**src/design/skvt_pkg.sv**
```systemverilog
// ----------------------------------------------------------------------------
// Sorted key/value table package
// Types and fixed field widths shared by the table's cells, its controller
// and its top level.
// ----------------------------------------------------------------------------
package skvt_pkg;

	localparam int REQ_TYPE_W = 2;
	localparam int KEY_W      = 64;
	localparam int VALUE_W    = 64;
	localparam int STATUS_W   = 3;
	localparam int POS_W      = 10;

	typedef enum logic [REQ_TYPE_W-1:0] {
		REQ_INSERT = 2'd0,
		REQ_FIND   = 2'd1,
		REQ_REMOVE = 2'd2,
		REQ_NONE   = 2'd3
	} req_type_t;

	typedef enum logic [STATUS_W-1:0] {
		STATUS_INSERTED  = 3'd0,
		STATUS_DUPLICATE = 3'd1,
		STATUS_FULL      = 3'd2,
		STATUS_FOUND     = 3'd3,
		STATUS_NOT_FOUND = 3'd4,
		STATUS_REMOVED   = 3'd5
	} status_t;

	typedef struct packed {
		req_type_t          req_type;
		logic [KEY_W-1:0]   key;
		logic [VALUE_W-1:0] value;
	} req_t;

	typedef struct packed {
		status_t            status;
		logic [POS_W-1:0]   position;
		logic [VALUE_W-1:0] found_value;
	} result_t;

	typedef enum logic [1:0] {
		CTRL_IDLE = 2'd0,
		CTRL_CMP  = 2'd1,
		CTRL_ACT  = 2'd2
	} ctrl_state_t;

	typedef enum logic [1:0] {
		OP_HOLD   = 2'd0,
		OP_INSERT = 2'd1,
		OP_REMOVE = 2'd2
	} cell_op_t;

	// Command broadcast from the controller to every cell.
	typedef struct packed {
		logic     cmp_en;
		cell_op_t op;
	} cell_cmd_t;

	// Result decision handed from the controller to the result register.
	typedef struct packed {
		logic    emit;
		status_t status;
		logic    pos_en;
		logic    val_en;
	} act_result_t;

endpackage

```
**src/design/skvt_ctrl.sv**
```systemverilog
// ----------------------------------------------------------------------------
// Sorted key/value table controller
// Sequences compare and act phases, keeps the entry count and decides the
// status of each request.
// ----------------------------------------------------------------------------
module skvt_ctrl #(
	parameter int DEPTH = 1024
) (
	input  logic                  clk,
	input  logic                  arst_n,
	input  logic                  start,
	input  skvt_pkg::req_type_t   req_type,
	input  logic                  hit,
	output logic                  busy,
	output skvt_pkg::cell_cmd_t   cmd,
	output skvt_pkg::act_result_t act
);

	localparam int CW = $clog2(DEPTH + 1);

	skvt_pkg::ctrl_state_t state_q;
	skvt_pkg::ctrl_state_t state_d;
	logic [CW-1:0]         count_q;
	logic                  full;
	logic                  count_inc;
	logic                  count_dec;

	assign full = (count_q == CW'(DEPTH));

	always_comb begin
		state_d = state_q;
		unique case (state_q)
			skvt_pkg::CTRL_IDLE: begin
				if (start) begin
					state_d = skvt_pkg::CTRL_CMP;
				end
			end
			skvt_pkg::CTRL_CMP: begin
				state_d = skvt_pkg::CTRL_ACT;
			end
			skvt_pkg::CTRL_ACT: begin
				state_d = start ? skvt_pkg::CTRL_CMP : skvt_pkg::CTRL_IDLE;
			end
			default: begin
				state_d = skvt_pkg::CTRL_IDLE;
			end
		endcase
	end

	always_comb begin
		busy       = (state_q == skvt_pkg::CTRL_CMP);
		cmd.cmp_en = (state_q == skvt_pkg::CTRL_CMP);
		cmd.op     = skvt_pkg::OP_HOLD;
		act.emit   = 1'b0;
		act.status = skvt_pkg::STATUS_NOT_FOUND;
		act.pos_en = 1'b0;
		act.val_en = 1'b0;
		count_inc  = 1'b0;
		count_dec  = 1'b0;
		if (state_q == skvt_pkg::CTRL_ACT) begin
			unique case (req_type)
				skvt_pkg::REQ_INSERT: begin
					act.emit = 1'b1;
					if (hit) begin
						act.status = skvt_pkg::STATUS_DUPLICATE;
						act.pos_en = 1'b1;
					end else if (full) begin
						act.status = skvt_pkg::STATUS_FULL;
					end else begin
						act.status = skvt_pkg::STATUS_INSERTED;
						act.pos_en = 1'b1;
						cmd.op     = skvt_pkg::OP_INSERT;
						count_inc  = 1'b1;
					end
				end
				skvt_pkg::REQ_FIND: begin
					act.emit = 1'b1;
					if (hit) begin
						act.status = skvt_pkg::STATUS_FOUND;
						act.pos_en = 1'b1;
						act.val_en = 1'b1;
					end
				end
				skvt_pkg::REQ_REMOVE: begin
					act.emit = 1'b1;
					if (hit) begin
						act.status = skvt_pkg::STATUS_REMOVED;
						act.pos_en = 1'b1;
						cmd.op     = skvt_pkg::OP_REMOVE;
						count_dec  = 1'b1;
					end
				end
				default: begin
				end
			endcase
		end
	end

	always_ff @(posedge clk or negedge arst_n) begin
		if (!arst_n) begin
			state_q <= skvt_pkg::CTRL_IDLE;
			count_q <= '0;
		end else begin
			state_q <= state_d;
			if (count_inc) begin
				count_q <= count_q + CW'(1);
			end else if (count_dec) begin
				count_q <= count_q - CW'(1);
			end
		end
	end

	a_shift_only_in_act: assert property (@(posedge clk) disable iff (!arst_n)
		cmd.op != skvt_pkg::OP_HOLD |-> state_q == skvt_pkg::CTRL_ACT)
		else $error("cell shift commanded outside the act phase");

	a_count_bounded: assert property (@(posedge clk) disable iff (!arst_n)
		count_q <= CW'(DEPTH))
		else $error("entry count exceeds table depth");

	a_cmp_then_act: assert property (@(posedge clk) disable iff (!arst_n)
		state_q == skvt_pkg::CTRL_CMP |=> state_q == skvt_pkg::CTRL_ACT)
		else $error("compare phase not followed by act phase");

	a_insert_counts: assert property (@(posedge clk) disable iff (!arst_n)
		cmd.op == skvt_pkg::OP_INSERT |=> count_q == $past(count_q) + CW'(1))
		else $error("insert did not advance the entry count");

endmodule

```
**config.mk**
```make
export PLATFORM = sky130hd
export DESIGN_NAME = skvt_ctrl
export DESIGN_NICKNAME = d
export VERILOG_FILES = /design/src/design/skvt_pkg.sv /design/src/design/skvt_ctrl.sv
export SDC_FILE = /design/constraint.sdc
export NUM_CORES = 1
export LEC_CHECK = 0
export BUFFER_PORTS_ARGS = -buffer_cell sky130_fd_sc_hd__buf_2
export CAP_MARGIN = 20
export CORE_ASPECT_RATIO = 1.2
export CORE_UTILIZATION = 30
export CTS_CLUSTER_SIZE = 25
export DETAILED_ROUTE_END_ITERATION = 8
export SLEW_MARGIN = 20
export SYNTH_ARGS = -nofsm -noshare
export SYNTH_HDL_FRONTEND = slang
export SYNTH_SLANG_ARGS = --single-unit
export TNS_END_PERCENT = 20
```
**constraint.sdc**
```tcl
create_clock -name clk -period 4.74 [get_ports clk]
set_input_delay 0.474 -clock clk [delete_from_list [all_inputs] [get_ports clk]]
set_output_delay 0.474 -clock clk [all_outputs]
set_load 0.02 [all_outputs]
```
==> run metrics, run 1 <==
crit-path cells=nand2b_1 -> nor2_1 -> or4b_4 -> ha_1 -> a21oi_1 -> o211ai_1 -> a21boi_0 -> xnor2_1 -> mux2_1; overall routed net length=1920 um; most frequent cells in the layout=buf_2, dfrtp_1, a21oi_1, mux2_1, ha_1; synthesized area=between 1000 and 1500 sq um; Worst Slack Setup Final=around 1700 ps; post-CTS setup repair buffer count=0; relative slew slack=between 70 and 80%; Slowest Stage Delay on Critical Path=between 600 and 700 ps; Max Slew Vio Count=0; status=complete, no violations; port bufs=15; Final nets=between 100 and 150; global-route wire length before repair=3240 um; Worst Skew=around 4.5 ps; Mapped Cells=between 100 and 150; Finished Core Util=36.6%; Final Hold Vio Count=0; largest net degree at the start of global routing=14; syn_area_per_cell=10.1 sq um; Root Driver=clkbuf_4; RSZ-0062 raised after global routing=no; sequential share of the synthesized area=between 30% and 40%; CP startpoint kind=flop; critical path class=reg -> reg; total congestion overflow=0; CP bufs+invs=0; Req. time, crit path=~5000 ps; Die Area=roughly 3700 sq um; max-cap violation count=0; WL/cell=roughly 12 um; worst-case clock buffer depth=2; post-layout min period=roughly 3000 ps; CTS Buf Count=3; Slowest-stage cell, CP=or4b_4; antenna-violating nets left=0; post-DP HPWL=1510 um; worst-margin pin slew=~340 ps; H-tree depth=1; setup slack after placement=approximately 1800 ps; maximum clock frequency=between 300 and 400 MHz; most common cell after layout, fill and taps aside=buf_2; synth top area cells=dfrtp_1, ha_1, mux2_1; # resized after CTS=0; TritonCTS clock tree=yes; Yosys top cell by area=dfrtp_1; fill count=between 300 and 400; critical path's top delay family=simple AND/OR/NAND/NOR gates; Core Rows=22; via count=about 800; Yosys reg bits=13; Tot GR Track Use=between 10% and 20%; Critical Path End Type=flop; clock latency on the worst-skew pair=~280 ps; VDD IR-drop max=314 uV; Hold WC Path Type=in -> async; GPL Wtd Cong=between 0.7 and 0.8; clk sinks=13; CTS clk-pin slew, worst paths=approximately 90 ps; PwrDens=approximately 580 nW/um^2; diode count=0; DR pass1 iterations=4; setup tns final=0 ps; initial antenna violation count=0; layout cell share with drive strength beyond 1=between 20% and 30%; yosys warns=0; Netlist cell types=34; core area=3170 sq um; crit share post-route=between 60% and 70%; Residual DRC=0; Setup-failing EPs final=0; WP data arrival=approximately 3200 ps; crit path max fanout=13; Starting Density=roughly 33%; Die W=roughly 55 um; Die H=66.2 um; post-synth top area share=approximately a third; number of global-route vias before repair=about 740; Iteration-0 DRC Markers=22; Lkg Pwr=between 0.5 and 0.6 nW; Post-CTS Hold Fix Bufs=0; vias per cell=~5.2; Area Overhead vs Synth=12.4%; Syn Nets=approximately 120; # IOs=16
==> area by class of cell <==
cell class	instances	area [sq um]	area share, %
clock buffer	4	26.3	2.27
inverter	7	26.3	2.27
multi-input combinational	80	659	57.0
sequential	13	325	28.1
tap	36	45.0	3.89
timing repair buffer	15	75.1	6.49
==> state kept, by name, summed over array words and instances (netlist names) <==
| name | flops |
|---|---|
| state_q | 2 |
| count_q | 11 |
==> layer usage <==
layer | up-vias | share of wire (%) | global-route usage (%) | routed length [um]
li1 | 402 | - | - | -
met1 | 374 | 45 | 13.8 | 871
met2 | 24 | 49 | 19.1 | 931
met3 | 4 | 4.6 | 2.54 | 88
met4 | 0 | 1.3 | 4.69 | 25
met5 | - | 0 | 0 | 0
==> cell usage after synthesis, drive strengths merged <==
library cell / number
fa: 1
inv: 7
nor2: 2
a31oi: 2
or3: 1
o211ai: 3
nand3: 2
and3: 2
o211a: 1
nand2: 5
mux2: 9
or4b: 1
a21boi: 1
a21oi: 10
and2: 2
xor2: 6
a21o: 3
nor4b: 1
nand2b: 1
buf: 2
ha: 9
nor4: 2
o21ai: 5
o21bai: 2
mux2i: 1
nor3: 1
nor2b: 3
dfrtp: 13
xnor2: 4
==> worst paths after layout <==
| check | start | endpoint | slack [ps] | cells past startpoint |
|---|---|---|---|---|
| worst max-delay path | state_q[0] | count_q[7] | 1750 | 9 |
| worst min-delay path | arst_n | count_q[5] | 60 | 1 |
| worst max register to register | state_q[0] | count_q[7] | 1750 | 9 |
| worst min register to register | state_q[0] | state_q[0] | 460 | 1 |
| max in group asynchronous | arst_n | count_q[3] | 4440 | 1 |
| min in group clk | start | state_q[0] | 410 | 2 |
==> stage by stage <==
| stage | total power [W] | instance area [sq um] | hold WS, ps | std cells |
|---|---|---|---|---|
| detailed placement | 0.000600 | 1130 | 393 | 151 |
| CTS | 0.000676 | 1160 | 74.9 | 155 |
| global placement | 0.000595 | 1130 | 384 | 151 |
| global route | 0.000739 | 1160 | 74.7 | 155 |
| floorplan | 0.000524 | 1030 | 178 | 102 |
| finish | 0.000673 | 1160 | 62.9 | 155 |
==> kinds of logic (layout without fill, tap and decap cells) <==
kind of cell,Yosys count,count (layout),synth area share [%]
flip-flops,13,13,31.6
XOR/XNOR,10,10,8.51
buffers and inverters,9,26,4.37
AO/OA/AOI/OAI,27,27,16.0
adder cells (fa/ha/maj),10,10,12.9
AND/OR/NAND/NOR,23,23,15.4
multiplexers,10,10,11.2
==> power by group <==
group	internal, W	switching [W]	leakage, nW
Clock	0.0000327	0.0000401	0.0150
Sequential	0.000158	0.0000427	0.160
Combinational	0.000196	0.000204	0.383
Total	0.000387	0.000287	0.558
No activity file was read; power rests on OpenSTA's default activity.
==> run 2, diff against run 1 <==
==> constraint.sdc (replaced) <==
create_clock -name clk -period 2.6 [get_ports clk]
set_input_delay 0.26 -clock clk [delete_from_list [all_inputs] [get_ports clk]]
set_output_delay 0.26 -clock clk [all_outputs]
set_load 0.02 [all_outputs]
==> run 2 against run 1 <==
Net effect:
- the flow now finishes with violations (negative setup slack)
- routed wire length grew 39%
- total power increased to 2.5 times the previous value
- non-clock buffer count up 31
- clock power is 87% higher
- fmax increased by 8.7%
- largest cell class unchanged
- combinational power increased to 3.1 times the previous value
==> run metrics, run 2 (same netlist as run 1, synthesis figures left out) <==
Slowest Stage Delay on Critical Path=590 ps (-30 ps); relative slew slack=74.5% (-2.9 points); vias per cell=5.23 (+0.83%); total congestion overflow=0 (unchanged); Max Slew Vio Count=0 (unchanged); Starting Density=32.5% (unchanged); port bufs=15 (unchanged); status=finished, violations left; layout cell share with drive strength beyond 1=45.7% (+25 points); WL/cell=14.3 um (+15%); global-route wire length before repair=4490 um (+39%); Tot GR Track Use=15.8% (+4.5 points); Die H=66.2 um (unchanged); antenna-violating nets left=0 (unchanged); Iteration-0 DRC Markers=43 (+95%); RSZ-0062 raised after global routing=yes; CTS Buf Count=3 (unchanged); clk sinks=13 (unchanged); clock latency on the worst-skew pair=290 ps (about the same); diode count=0 (unchanged); post-DP HPWL=1990 um (+31%); Lkg Pwr=0.720 nW (+29%); max-cap violation count=0 (unchanged); Final Hold Vio Count=0 (unchanged); worst-margin pin slew=379 ps (+43.3 ps); Residual DRC=0 (unchanged); Biggest register=count_q; R2R depth=9 (unchanged); Worst Skew=2.37 ps (-2.16 ps); most common cell after layout, fill and taps aside=buf_4; overall routed net length=2670 um (+39%); crit share post-route=106% (+43 points); Req. time, crit path=2780 ps (-2130 ps); Setup-failing EPs final=7 (+7); Core Rows=22 (unchanged); failing checks=negative setup slack; CTS clk-pin slew, worst paths=90 ps (about the same); worst-case clock buffer depth=2 (unchanged); Die Area=3670 sq um (unchanged); total power=0.00170 W (+150%); number of global-route vias before repair=996 (+35%); PwrDens=1140 nW/um^2 (+96%); post-layout min period=2750 ps (-239 ps); GPL Wtd Cong=0.845 (+7.7%); Largest register FFs=11 (unchanged); Die W=55.5 um (unchanged); Worst Slack Setup Final=-151 ps (-1900 ps); TritonCTS clock tree=yes; Root Driver=clkbuf_4; Critical Path End Type=flop; via count=978 (+22%); crit-path cells=nor4b_1 -> and3_4 -> or4b_4 -> fa_2 -> a21oi_2 -> o211a_1 -> o21bai_1 -> xor2_1 -> mux2_4; VDD IR-drop max=706 uV (+120%); WP data arrival=2930 ps (-240 ps); core area=3170 sq um (unchanged); cell depth of the worst hold path=2; critical path class=reg -> reg; Slowest-stage cell, CP=or4b_4; setup tns final=-780 ps (-780 ps); Hold WC Path Type=in -> reg; crit path max fanout=6 (-7); # IOs=16 (unchanged); top flop regs=count_q x11, state_q x2; setup slack after placement=-144 ps (-1910 ps); largest net degree at the start of global routing=14 (unchanged); Final nets=168 (+24%); H-tree depth=1 (unchanged); most frequent cells in the layout=buf_4, buf_2, dfrtp_1, mux2_1, xor2_1; maximum clock frequency=363 MHz (+8.7%); Area Overhead vs Synth=44.8%; DR pass1 iterations=4 (unchanged); CP startpoint kind=flop; initial antenna violation count=0 (unchanged)
run 2: cell count changes in the layout (fill, tap and decap cells not counted), moves of 4 or more:
| cell | before | now |
|---|---|---|
| buf_4 | 0 | 30 |
| a21oi_1 | 10 | 5 |
| a21oi_2 | 0 | 5 |
| ha_1 | 9 | 5 |
| ha_4 | 0 | 4 |
run 2: final timing paths:
path	startpoint	end	slack [ps]
min in group asynchronous	arst_n	count_q[7]	380
min	start	state_q[0]	190
max in group asynchronous	arst_n	count_q[1]	1990
min reg2reg	state_q[0]	state_q[0]	520
max	count_q[10]	count_q[8]	-150
max reg2reg	count_q[10]	count_q[8]	-150
run 2: cell type report:
| type | count | area [sq um] |
|---|---|---|
| clock buffer | 4 | 26.3 |
| fill | 308 | 1670 |
| inverter | 7 | 26.3 |
| multi-input combinational | 81 | 758 |
| sequential | 13 | 325 |
| tap | 36 | 45.0 |
| timing repair buffer | 46 | 310 |
run 2: through the flow:
step                util (%)  instance area (sq um)  cells  hold slack (ps)
floorplan                  -                   1090    102            -35.6
global placement        43.6                   1380    178              164
detailed placement      43.6                   1380    178              169
CTS                     45.6                   1440    184              189
global route            47.1                   1490    187              185
finish                  47.1                   1490    187              187
run 2: power by group:
part           internal [W]  switching [W]  leakage (nW)
clock             0.0000597      0.0000767        0.0150
combinational      0.000682       0.000549         0.545
sequential         0.000288      0.0000478         0.160
total               0.00103       0.000674         0.720
run 2: critical path: cells and delay by family, from the launching register on:
family	cells	cell delay (ps)
adder cells (fa/ha/maj)	1	450
AO/OA/AOI/OAI	3	480
flip-flops	1	380
AND/OR/NAND/NOR	3	920
XOR/XNOR	1	150
multiplexers	1	260
run 2: timing repair:
action / CTS / global route
pin swaps: 4 / 7
setup endpoints to repair: 7 / 8
hold buffers: 1 / 0
resized for setup: 4 / 4
setup buffers: 0 / 3
gates cloned: 1 / 0
endpoints found under the hold margin: 13 / 0
run 2: metal layers:
metal | up-vias | routed length (um) | global-route usage [%]
met3 | 7 | 129 | 2.74
met2 | 35 | 1380 | 28.6
met4 | 0 | 62 | 7.19
li1 | 468 | - | -
met1 | 468 | 1100 | 18.1
met5 | - | 0 | 0
