[src/design/skvt_pkg.sv]
// ----------------------------------------------------------------------------
// Sorted key/value table package
// Types and fixed field widths shared by the table's cells, its controller
// and its top level.
// ----------------------------------------------------------------------------
package skvt_pkg;

	localparam int REQ_TYPE_W = 2;
	localparam int KEY_W      = 64;
	localparam int VALUE_W    = 64;
	localparam int STATUS_W   = 3;
	localparam int POS_W      = 10;

	typedef enum logic [REQ_TYPE_W-1:0] {
		REQ_INSERT = 2'd0,
		REQ_FIND   = 2'd1,
		REQ_REMOVE = 2'd2,
		REQ_NONE   = 2'd3
	} req_type_t;

	typedef enum logic [STATUS_W-1:0] {
		STATUS_INSERTED  = 3'd0,
		STATUS_DUPLICATE = 3'd1,
		STATUS_FULL      = 3'd2,
		STATUS_FOUND     = 3'd3,
		STATUS_NOT_FOUND = 3'd4,
		STATUS_REMOVED   = 3'd5
	} status_t;

	typedef struct packed {
		req_type_t          req_type;
		logic [KEY_W-1:0]   key;
		logic [VALUE_W-1:0] value;
	} req_t;

	typedef struct packed {
		status_t            status;
		logic [POS_W-1:0]   position;
		logic [VALUE_W-1:0] found_value;
	} result_t;

	typedef enum logic [1:0] {
		CTRL_IDLE = 2'd0,
		CTRL_CMP  = 2'd1,
		CTRL_ACT  = 2'd2
	} ctrl_state_t;

	typedef enum logic [1:0] {
		OP_HOLD   = 2'd0,
		OP_INSERT = 2'd1,
		OP_REMOVE = 2'd2
	} cell_op_t;

	// Command broadcast from the controller to every cell.
	typedef struct packed {
		logic     cmp_en;
		cell_op_t op;
	} cell_cmd_t;

	// Result decision handed from the controller to the result register.
	typedef struct packed {
		logic    emit;
		status_t status;
		logic    pos_en;
		logic    val_en;
	} act_result_t;

endpackage

[src/design/skvt_cell.sv]
// ----------------------------------------------------------------------------
// Sorted key/value table cell
// Holds one table entry, compares it against the broadcast key and shifts
// entries to or from its neighbors on insert and remove.
// ----------------------------------------------------------------------------
module skvt_cell #(
	parameter int KEY_WIDTH = 64
) (
	input  logic                         clk,
	input  logic                         arst_n,
	input  skvt_pkg::cell_cmd_t          cmd,
	input  logic [KEY_WIDTH-1:0]         req_key,
	input  logic [skvt_pkg::VALUE_W-1:0] req_value,
	input  logic [KEY_WIDTH-1:0]         left_key,
	input  logic [skvt_pkg::VALUE_W-1:0] left_value,
	input  logic                         left_occ,
	input  logic                         left_lt,
	input  logic [KEY_WIDTH-1:0]         right_key,
	input  logic [skvt_pkg::VALUE_W-1:0] right_value,
	input  logic                         right_occ,
	output logic [KEY_WIDTH-1:0]         key,
	output logic [skvt_pkg::VALUE_W-1:0] value,
	output logic                         occ,
	output logic                         lt,
	output logic                         eq,
	output logic                         boundary
);

	logic [KEY_WIDTH-1:0]         key_q;
	logic [skvt_pkg::VALUE_W-1:0] value_q;
	logic                         occ_q;
	logic                         lt_q;
	logic                         eq_q;
	logic                         bnd;

	// The occupied prefix is sorted, so the less-than flags form a run of ones
	// followed by zeros; this cell is the boundary when it starts the zeros.
	assign bnd = !lt_q && left_lt;

	always_ff @(posedge clk or negedge arst_n) begin
		if (!arst_n) begin
			occ_q <= 1'b0;
			lt_q  <= 1'b0;
			eq_q  <= 1'b0;
		end else begin
			if (cmd.cmp_en) begin
				lt_q <= occ_q && (key_q < req_key);
				eq_q <= occ_q && (key_q == req_key);
			end
			unique case (cmd.op)
				skvt_pkg::OP_INSERT: begin
					if (bnd) begin
						occ_q <= 1'b1;
					end else if (!lt_q) begin
						occ_q <= left_occ;
					end
				end
				skvt_pkg::OP_REMOVE: begin
					if (!lt_q) begin
						occ_q <= right_occ;
					end
				end
				default: begin
				end
			endcase
		end
	end

	always_ff @(posedge clk) begin
		unique case (cmd.op)
			skvt_pkg::OP_INSERT: begin
				if (bnd) begin
					key_q   <= req_key;
					value_q <= req_value;
				end else if (!lt_q) begin
					key_q   <= left_key;
					value_q <= left_value;
				end
			end
			skvt_pkg::OP_REMOVE: begin
				if (!lt_q) begin
					key_q   <= right_key;
					value_q <= right_value;
				end
			end
			default: begin
			end
		endcase
	end

	assign key      = key_q;
	assign value    = value_q;
	assign occ      = occ_q;
	assign lt       = lt_q;
	assign eq       = eq_q;
	assign boundary = bnd;

endmodule

[config.mk]
export PLATFORM = sky130hd
export DESIGN_NAME = skvt_cell
export DESIGN_NICKNAME = d
export VERILOG_FILES = /design/src/design/skvt_pkg.sv /design/src/design/skvt_cell.sv
export SDC_FILE = /design/constraint.sdc
export NUM_CORES = 1
export LEC_CHECK = 0
export ABC_AREA = 0
export BUFFER_PORTS_ARGS = -buffer_cell sky130_fd_sc_hd__buf_2
export CORE_AREA = 2 2 205 207
export CTS_CLUSTER_DIAMETER = 100
export CTS_CLUSTER_SIZE = 16
export DETAILED_ROUTE_END_ITERATION = 10
export DIE_AREA = 0 0 207 209
export PLACE_DENSITY_LB_ADDON = 0.08
export SYNTH_ARGS = -nofsm -noshare
export SYNTH_HDL_FRONTEND = slang
export SYNTH_SLANG_ARGS = --single-unit
[constraint.sdc]
create_clock -name clk -period 10.8 [get_ports clk]
set_input_delay 1.08 -clock clk [delete_from_list [all_inputs] [get_ports clk]]
set_output_delay 1.08 -clock clk [all_outputs]
set_load 0.1 [all_outputs]
==> results of run 1 <==
[worst reg2reg max path: stages (launching register included)]
cell,delay [ps]
sky130_fd_sc_hd__dfrtp_1,560
sky130_fd_sc_hd__nor2b_4,230
sky130_fd_sc_hd__buf_12,650
sky130_fd_sc_hd__mux2i_1,660
sky130_fd_sc_hd__o21ai_0,120
[final timing paths]
path / startpoint / end / slack, ps / cells past startpoint
worst max-delay path: cmd[0] / key[44] / 7820 / 5
worst min-delay path: arst_n / occ / 440 / 1
worst max register to register: lt / value[62] / 8300 / 4
worst min register to register: eq / eq / 500 / 1
max in group asynchronous: arst_n / lt / 10260 / 1
min in group clk: eq / eq / 500 / 1
[area by class of cell]
cell class	count	area [um2]
well taps	539	674
clock buffers	21	440
fillers	4565	29300
diodes	4	10.0
multi-input cells	556	3890
flip-flops and latches	131	3920
inverters	69	259
repair buffers	529	2680
clock inverters	8	113
[cell usage after synthesis, types with 2 or more instances]
master	instances	area [um2]
sky130_fd_sc_hd__inv_1	69	259
sky130_fd_sc_hd__buf_2	17	85.1
sky130_fd_sc_hd__dfrtp_1	3	75.1
sky130_fd_sc_hd__nor2_1	8	30.0
sky130_fd_sc_hd__buf_6	11	124
sky130_fd_sc_hd__ha_1	64	801
sky130_fd_sc_hd__a21o_1	5	37.5
sky130_fd_sc_hd__nand2_1	145	544
sky130_fd_sc_hd__and4_1	3	26.3
sky130_fd_sc_hd__and4_2	2	20.0
sky130_fd_sc_hd__edfxtp_1	128	3840
sky130_fd_sc_hd__mux2i_1	128	1280
sky130_fd_sc_hd__o21ai_1	20	100
sky130_fd_sc_hd__nand4_1	7	43.8
sky130_fd_sc_hd__a221o_1	3	30.0
sky130_fd_sc_hd__a21o_2	2	17.5
sky130_fd_sc_hd__o21ai_0	114	571
sky130_fd_sc_hd__a21oi_1	23	115
sky130_fd_sc_hd__clkbuf_1	12	45.0
sky130_fd_sc_hd__nand3_1	12	60.1
sky130_fd_sc_hd__buf_4	3	22.5
[logic make-up (layout without fill, tap and decap cells)]
family	count (synthesis)	after routing	share of synthesized area (%)
compound gates	178	178	11.8
buf+inv	112	627	6.43
mux	129	129	15.5
simple gates	184	184	9.45
other cells	0	4	0
xor+xnor	1	1	0.105
flops	131	131	47.1
fa+ha+maj	64	64	9.62
[cell usage in the layout, fill, tap and decap left out, drive strengths merged]
cell / Yosys / layout
inv: 69 / 69
nor4: 1 / 1
o2bb2ai: 1 / 1
nor3: 1 / 1
or2: 1 / 1
edfxtp: 128 / 128
nand3: 12 / 12
nor2b: 2 / 2
and3: 1 / 1
o21ai: 134 / 134
nand2: 145 / 145
clkbuf: 12 / 21
diode: 0 / 4
o31ai: 1 / 1
a22oi: 1 / 1
ha: 64 / 64
a211oi: 2 / 2
mux2: 1 / 1
a21oi: 24 / 24
a221oi: 2 / 2
a21boi: 1 / 1
nand4: 7 / 7
and4: 5 / 5
nor3b: 1 / 1
clkinv: 0 / 5
bufinv: 0 / 3
mux2i: 128 / 128
xnor2: 1 / 1
a21o: 7 / 7
o221ai: 2 / 2
nor2: 8 / 8
dfrtp: 3 / 3
a221o: 3 / 3
buf: 31 / 529
[power by group]
part | total (mW) | internal (mW) | switching [mW]
Sequential | 0.750 | 0.702 | 0.0479
Combinational | 1.25 | 0.260 | 0.994
Clock | 0.585 | 0.356 | 0.229
Total | 2.59 | 1.32 | 1.27
[sequential cells by signal (all words and copies together), names as in the netlist]
| signal | cells |
|---|---|
| eq | 1 |
| key | 64 |
| lt | 1 |
| occ | 1 |
| value | 64 |
[routing by layer]
| metal | vias to the layer above | track usage, % | wire [um] |
|---|---|---|---|
| li1 | 3881 | - | - |
| met1 | 3473 | 17.1 | 13400 |
| met2 | 318 | 26.7 | 16600 |
| met3 | 36 | 5.46 | 2780 |
| met4 | 8 | 5.27 | 617 |
| met5 | - | 0 | 46 |
[stage by stage]
stage	setup WS (ps)	hold slack [ps]	utilization, %	power (mW)
global route	7610	403	29.0	2.72
detailed placement	7330	484	27.7	2.04
floorplan	3290	784	-	1.78
CTS	7810	402	29.0	2.64
finish	7820	436	29.0	2.59
global placement	7390	482	27.7	2.04
==> impl_results.html, run 1 <==
<table>
<tr><th>Metric</th><th>Value</th></tr>
<tr><th colspan="2">Global routing</th></tr>
<tr><td>Number of global-route vias before repair</td><td>8283</td></tr>
<tr><td>Total track usage</td><td>15.2%</td></tr>
<tr><td>Antenna violations before repair</td><td>8</td></tr>
<tr><td>Wire length of the first global-routing pass</td><td>49200 um</td></tr>
<tr><td>Grt ovf</td><td>0</td></tr>
<tr><td>Largest net degree at the start of global routing</td><td>130</td></tr>
<tr><th colspan="2">Logic synthesis</th></tr>
<tr><td>Post-synth EDFFs</td><td>128</td></tr>
<tr><td>Warnings from Yosys</td><td>0</td></tr>
<tr><td>Ys async rst share</td><td>2.29%</td></tr>
<tr><td>Number of flip-flops and latches in the synthesized netlist</td><td>131</td></tr>
<tr><td>Average cell area after synthesis</td><td>10.4 um2</td></tr>
<tr><td>Unique masters post-synth</td><td>41</td></tr>
<tr><td>Cells after synthesis</td><td>799</td></tr>
<tr><td>Cell area after technology mapping</td><td>8330 um2</td></tr>
<tr><td>Sequential-to-total area share from yosys stat</td><td>47.1%</td></tr>
<tr><td>Top flip-flop cell by instance count after synthesis</td><td>sky130_fd_sc_hd__edfxtp_1</td></tr>
<tr><td>Number of nets produced by synthesis</td><td>1255</td></tr>
<tr><th colspan="2">Clock tree</th></tr>
<tr><td>CTS tree</td><td>built</td></tr>
<tr><td>Number of resized instances in the post-cts repair step</td><td>0</td></tr>
<tr><td>CTS Root Buffer Type</td><td>sky130_fd_sc_hd__clkbuf_16</td></tr>
<tr><td>Hold bufs inserted after CTS</td><td>0</td></tr>
<tr><td>Clock latency of the later-clocked register in the worst-skew pair</td><td>440 ps</td></tr>
<tr><td>Clock Tree Buf Depth</td><td>2</td></tr>
<tr><td>Clock sink total</td><td>131</td></tr>
<tr><td>CTS clk-pin slew, worst paths</td><td>60 ps</td></tr>
<tr><td>Number of H-tree levels</td><td>4</td></tr>
<tr><td>Post-CTS setup repair buffer count</td><td>0</td></tr>
<tr><td>Number of CTS-inserted buffers</td><td>17</td></tr>
<tr><th colspan="2">Setup path</th></tr>
<tr><td>Bufs and invs on worst path</td><td>3</td></tr>
<tr><td>Highest net fanout along the worst path</td><td>95</td></tr>
<tr><td>Data required time at the worst endpoint</td><td>10940 ps</td></tr>
<tr><td>Worst setup EP type</td><td>register</td></tr>
<tr><td>List of cells traversed by the critical path</td><td>buf_2, nor2b_4, buf_4, buf_4, o21ai_0</td></tr>
<tr><td>Master of the slowest instance on the critical path</td><td>sky130_fd_sc_hd__buf_4</td></tr>
<tr><td>Startpoint type of the worst setup path</td><td>primary input</td></tr>
<tr><td>Critical path class</td><td>primary input to register</td></tr>
<tr><td>Cell family with most CP delay</td><td>buffers and inverters</td></tr>
<tr><td>Cell mode on critical path</td><td>sky130_fd_sc_hd__buf_4</td></tr>
<tr><td>Worst path arrival time</td><td>3120 ps</td></tr>
<tr><td>CP peak stage delay</td><td>780 ps</td></tr>
<tr><th colspan="2">Floorplanning</th></tr>
<tr><td>Effective utilization at floorplan</td><td>20.2%</td></tr>
<tr><td>Die footprint</td><td>43300 um2</td></tr>
<tr><td>Number of rows created at floorplan</td><td>75</td></tr>
<tr><td>Floorplan die width</td><td>207 um</td></tr>
<tr><td>Core region area</td><td>41300 um2</td></tr>
<tr><td>Die height</td><td>209 um</td></tr>
<tr><td>I/O pin cnt</td><td>524</td></tr>
<tr><th colspan="2">Run status</th></tr>
<tr><td>Run status</td><td>finished clean</td></tr>
<tr><th colspan="2">Final layout</th></tr>
<tr><td>Growth of design area from synthesis to finish</td><td>43.9%</td></tr>
<tr><td>Non-filler cells, final</td><td>1857</td></tr>
<tr><td>Layout cell share with drive strength beyond 1</td><td>43.3%</td></tr>
<tr><td>Design Area, Final</td><td>12000 um2</td></tr>
<tr><td>Post-layout net count</td><td>1760</td></tr>
<tr><th colspan="2">Timing</th></tr>
<tr><td>Normalized max-slew margin</td><td>31.2%</td></tr>
<tr><td>Clock skew</td><td>9.46 ps</td></tr>
<tr><td>Period minus WS final</td><td>2980 ps</td></tr>
<tr><td>Endpoints failing hold</td><td>0</td></tr>
<tr><td>Post-route setup TNS</td><td>0 ps</td></tr>
<tr><td>Unrepaired setup endpoints after global routing</td><td>no</td></tr>
<tr><td>Max Freq</td><td>336 MHz</td></tr>
<tr><td>Fraction of the cycle the final worst path needs</td><td>27.6%</td></tr>
<tr><td>Slew @ Worst Pin</td><td>1030 ps</td></tr>
<tr><td>Count of final max-slew check failures</td><td>0</td></tr>
<tr><td>Count of final setup violators</td><td>0</td></tr>
<tr><th colspan="2">Placed design</th></tr>
<tr><td>Post-DP HPWL</td><td>26800 um</td></tr>
<tr><td>Number of instances in the placed design</td><td>1824</td></tr>
<tr><td>IO buf count</td><td>523</td></tr>
<tr><td>Final weighted congestion in routability-driven placement</td><td>0.778</td></tr>
<tr><td>Area of placed instances</td><td>11400 um2</td></tr>
<tr><th colspan="2">Pwr</th></tr>
<tr><td>Power per standard cell area</td><td>216 nW/um2</td></tr>
<tr><td>Worst vdd rail ir drop</td><td>0.104 mV</td></tr>
<tr><td>Static Leak</td><td>5.67 nW</td></tr>
<tr><th colspan="2">Job</th></tr>
<tr><td>Max-cap check violation count</td><td>0</td></tr>
<tr><th colspan="2">Drt</th></tr>
<tr><td>Via-per-instance ratio</td><td>4.16</td></tr>
<tr><td>Wire length reported by the detailed router</td><td>33400 um</td></tr>
<tr><td>Routed wire per std cell</td><td>18.0 um</td></tr>
<tr><td>First-pass iteration count of the detailed router</td><td>4</td></tr>
<tr><td>Initial drt markers</td><td>289</td></tr>
<tr><td>Number of nets with antenna violations after detailed routing</td><td>0</td></tr>
<tr><td>Via count</td><td>7716</td></tr>
<tr><td>Number of remaining DRC errors</td><td>0</td></tr>
<tr><th colspan="2">Min path</th></tr>
<tr><td>Worst hold path type</td><td>primary input to async pin</td></tr>
</table>
No activity file was read; power rests on OpenSTA's default activity.
==> inputs of run 2 (changes only) <==
CORE_AREA = 2 2 203 205   (was 2 2 205 207)
DIE_AREA = 0 0 205 207   (was 0 0 207 209)
clock period = 2.4 ns   (was 10.8 ns; I/O delays follow)
==> run 2 against run 1 <==
  * Total power grew to 4.5 times the previous value
  * Flip-flop and latch count is the same
  * Count of clock-buffer cells in the layout is the same
  * Routed wire length shrank 2.4%
  * Critical endpoint is now lt
  * Sequential power grew to 4.5 times the previous value
  * Register-to-register slack lost 7900 ps
  * Highest routed layer unchanged
  * Cell count grew 0.11%
  * Critical path depth grew 1
  * Largest cell class unchanged
  * Setup slack lost 7400 ps
  * Largest power group unchanged
  * Via count shrank 0.56%
  * Global-route usage is essentially flat
  * Sequential share of layout area shrank 0.45 points
==> impl_results.html, run 2 (synthesized netlist as in run 1, its figures left out) <==
<table>
<tr><th>Metric</th><th>Value</th></tr>
<tr><th colspan="2">Run status</th></tr>
<tr><td>Run status</td><td>finished clean</td></tr>
<tr><th colspan="2">Placed design</th></tr>
<tr><td>Area of placed instances</td><td>11600 um2 (+1.5%)</td></tr>
<tr><td>IO buf count</td><td>523 (unchanged)</td></tr>
<tr><td>Post-DP HPWL</td><td>26700 um (-0.36%)</td></tr>
<tr><td>Final weighted congestion in routability-driven placement</td><td>0.801 (+2.9%)</td></tr>
<tr><th colspan="2">Setup path</th></tr>
<tr><td>Worst-case register-to-register setup slack</td><td>400 ps (-7900 ps)</td></tr>
<tr><td>Critical path class</td><td>register to register</td></tr>
<tr><td>Worst path arrival time</td><td>2310 ps (-810 ps)</td></tr>
<tr><td>Last element of the critical path</td><td>lt</td></tr>
<tr><td>Worst setup EP type</td><td>register</td></tr>
<tr><td>Register-to-Register Path Depth</td><td>6 (+2)</td></tr>
<tr><td>Data required time at the worst endpoint</td><td>2710 ps (-8230 ps)</td></tr>
<tr><td>Source of the worst register-to-register timing path</td><td>key[14]</td></tr>
<tr><td>Highest net fanout along the worst path</td><td>3 (-97%)</td></tr>
<tr><td>CP Launch Point</td><td>key[14]</td></tr>
<tr><td>Startpoint type of the worst setup path</td><td>register</td></tr>
<tr><td>Capture point of the worst reg-to-reg path</td><td>lt</td></tr>
<tr><th colspan="2">Drt</th></tr>
<tr><td>Number of remaining DRC errors</td><td>0 (unchanged)</td></tr>
<tr><td>Top routing layer in use</td><td>met5</td></tr>
<tr><td>Via-per-instance ratio</td><td>4.13 (-0.66%)</td></tr>
<tr><td>Initial drt markers</td><td>303 (+4.8%)</td></tr>
<tr><td>First-pass iteration count of the detailed router</td><td>6 (+2)</td></tr>
<tr><td>Wire length reported by the detailed router</td><td>32600 um (-2.4%)</td></tr>
<tr><td>Routed wire per std cell</td><td>17.5 um (-2.5%)</td></tr>
<tr><td>Detailed-routed wire length on met3</td><td>2890 um (+3.8%)</td></tr>
<tr><td>Via count</td><td>7673 (-0.56%)</td></tr>
<tr><td>Number of nets with antenna violations after detailed routing</td><td>0 (unchanged)</td></tr>
<tr><td>DRT met1 WL</td><td>13100 um (-2.4%)</td></tr>
<tr><td>Detail Route met2 WL</td><td>16000 um (-3.3%)</td></tr>
<tr><th colspan="2">Clock tree</th></tr>
<tr><td>CTS Root Buffer Type</td><td>sky130_fd_sc_hd__clkbuf_16</td></tr>
<tr><td>Number of CTS-inserted buffers</td><td>17 (unchanged)</td></tr>
<tr><td>CTS tree</td><td>built</td></tr>
<tr><td>Clock latency of the later-clocked register in the worst-skew pair</td><td>430 ps (about the same)</td></tr>
<tr><td>Hold bufs inserted after CTS</td><td>1 (+1)</td></tr>
<tr><td>Clock sink total</td><td>131 (unchanged)</td></tr>
<tr><td>Clock Tree Buf Depth</td><td>2 (unchanged)</td></tr>
<tr><td>Number of resized instances in the post-cts repair step</td><td>0 (unchanged)</td></tr>
<tr><td>Number of H-tree levels</td><td>4 (unchanged)</td></tr>
<tr><td>Post-CTS setup repair buffer count</td><td>0 (unchanged)</td></tr>
<tr><td>CTS clk-pin slew, worst paths</td><td>60 ps (about the same)</td></tr>
<tr><th colspan="2">Final layout</th></tr>
<tr><td>Design Area, Final</td><td>12200 um2 (+1.5%)</td></tr>
<tr><td>Most common library cell in the layout ignoring fill and taps</td><td>sky130_fd_sc_hd__buf_2</td></tr>
<tr><td>Layout cell share with drive strength beyond 1</td><td>43.8% (+0.47 points)</td></tr>
<tr><td>Growth of design area from synthesis to finish</td><td>46.0%</td></tr>
<tr><td>Top library cells by usage in the layout, fill and taps aside</td><td>sky130_fd_sc_hd__buf_2 (522), sky130_fd_sc_hd__nand2_1 (145), sky130_fd_sc_hd__mux2i_1 (128), sky130_fd_sc_hd__edfxtp_1 (128), sky130_fd_sc_hd__o21ai_0 (114)</td></tr>
<tr><td>Post-layout net count</td><td>1771 (+0.63%)</td></tr>
<tr><th colspan="2">Job</th></tr>
<tr><td>Max-cap check violation count</td><td>0 (unchanged)</td></tr>
<tr><th colspan="2">Pwr</th></tr>
<tr><td>Clock power share</td><td>22.3% (-0.3 points)</td></tr>
<tr><td>Worst vdd rail ir drop</td><td>0.410 mV (+290%)</td></tr>
<tr><td>Total chip power</td><td>11.8 mW (+350%)</td></tr>
<tr><td>Static Leak</td><td>5.76 nW (+1.5%)</td></tr>
<tr><td>Power Internal</td><td>6.03 mW (+360%)</td></tr>
<tr><td>Sw power</td><td>5.75 mW (+350%)</td></tr>
<tr><td>Net switching fraction of the power</td><td>48.8% (-0.27 points)</td></tr>
<tr><td>Power per standard cell area</td><td>968 nW/um2 (+350%)</td></tr>
<tr><td>Part of the power in registers</td><td>28.4% (-0.6 points)</td></tr>
<tr><td>Fraction of power consumed by combinational cells</td><td>49.4% (+1.0 points)</td></tr>
<tr><th colspan="2">Timing</th></tr>
<tr><td>Normalized max-slew margin</td><td>55.4% (+24 points)</td></tr>
<tr><td>Unrepaired setup endpoints after global routing</td><td>no</td></tr>
<tr><td>Slew @ Worst Pin</td><td>668 ps (-364 ps)</td></tr>
<tr><td>Count of final setup violators</td><td>0 (unchanged)</td></tr>
<tr><td>Fraction of the cycle the final worst path needs</td><td>83.4%</td></tr>
<tr><td>Max Freq</td><td>500 MHz</td></tr>
<tr><td>Count of final max-slew check failures</td><td>0 (unchanged)</td></tr>
<tr><td>Clock skew</td><td>7.40 ps (-2.06 ps)</td></tr>
<tr><td>Period minus WS final</td><td>2000 ps</td></tr>
<tr><td>Endpoints failing hold</td><td>0 (unchanged)</td></tr>
<tr><th colspan="2">Global routing</th></tr>
<tr><td>Antenna violations before repair</td><td>3 (-5)</td></tr>
<tr><td>Grt ovf</td><td>0 (unchanged)</td></tr>
<tr><td>Largest net degree at the start of global routing</td><td>137 (+5.4%)</td></tr>
<tr><td>Number of global-route vias before repair</td><td>8022 (-3.2%)</td></tr>
<tr><td>Total track usage</td><td>15.2% (-0.034 points)</td></tr>
<tr><td>Wire length of the first global-routing pass</td><td>48100 um (-2.2%)</td></tr>
<tr><th colspan="2">Floorplanning</th></tr>
<tr><td>Die footprint</td><td>42400 um2 (-1.9%)</td></tr>
<tr><td>I/O pin cnt</td><td>524 (unchanged)</td></tr>
<tr><td>Die height</td><td>207 um (-0.96%)</td></tr>
<tr><td>Effective utilization at floorplan</td><td>20.6% (+0.46 points)</td></tr>
<tr><td>Floorplan die width</td><td>205 um (-0.97%)</td></tr>
<tr><td>Core region area</td><td>40400 um2 (-2.2%)</td></tr>
<tr><td>Number of rows created at floorplan</td><td>74 (-1.3%)</td></tr>
<tr><th colspan="2">Min path</th></tr>
<tr><td>Worst hold path type</td><td>primary input to register</td></tr>
</table>
## run 2: cell count changes in the layout (fill, tap and decap cells not counted), sizes merged
cell,change
buf,+10
dlygate4sd3,+1
diode,-2
## run 2: layout make-up
class,count,area (um2)
fill,4379,28200
sequential,131,3920
multi-input combinational,556,3890
timing repair buffer,540,2860
tap,532,666
clock buffer,21,440
inverter,69,259
clock inverter,8,113
antenna,2,5.00
## run 2: through the flow
stage                     util [%]  setup TNS (ps)  hold WS (ps)  setup slack [ps]  instances
after floorplan                  -          -77170         -55.6              -735        799
after global placement        28.7               0          47.6               349       1827
after detailed placement      28.7               0          45.9               338       1827
after CTS                     30.1               0          45.1               336       1857
after global routing          30.1               0          61.2               206       1859
final                         30.1               0          81.8               399       1859
## run 2: routing by layer
| metal | up-vias | track usage, % |
|---|---|---|
| li1 | 3902 | - |
| met1 | 3427 | 17.2 |
| met2 | 318 | 26.6 |
| met3 | 24 | 5.24 |
| met4 | 2 | 4.99 |
| met5 | - | 0 |
## run 2: power groups by stage
stage	clock network, mW	logic [mW]	registers [mW]
finish	2.62	5.82	3.34
global route	2.80	6.16	3.40
CTS	2.73	5.92	3.35
detailed placement	0	5.91	3.39
global placement	0	5.93	3.38
floorplan	0	1.42	6.51
## run 2: worst min path at each step
stage | from | endpoint | slack [ps] | cells after the start
floorplan | arst_n | eq | -60 | 0
global placement | arst_n | eq | 50 | 1
detailed placement | arst_n | eq | 50 | 1
CTS | right_value[31] | value[31] | 50 | 3
global route | right_value[35] | value[35] | 60 | 3
finish | right_key[18] | key[18] | 80 | 3
## run 2: worst max-delay path, stage by stage (launching register included)
cell and delay [ps]:
sky130_fd_sc_hd__edfxtp_1 390, sky130_fd_sc_hd__ha_1 350, sky130_fd_sc_hd__nand4_1 180, sky130_fd_sc_hd__nor4_2 510
sky130_fd_sc_hd__a211oi_2 180, sky130_fd_sc_hd__o221ai_2 210, sky130_fd_sc_hd__a22oi_2 60
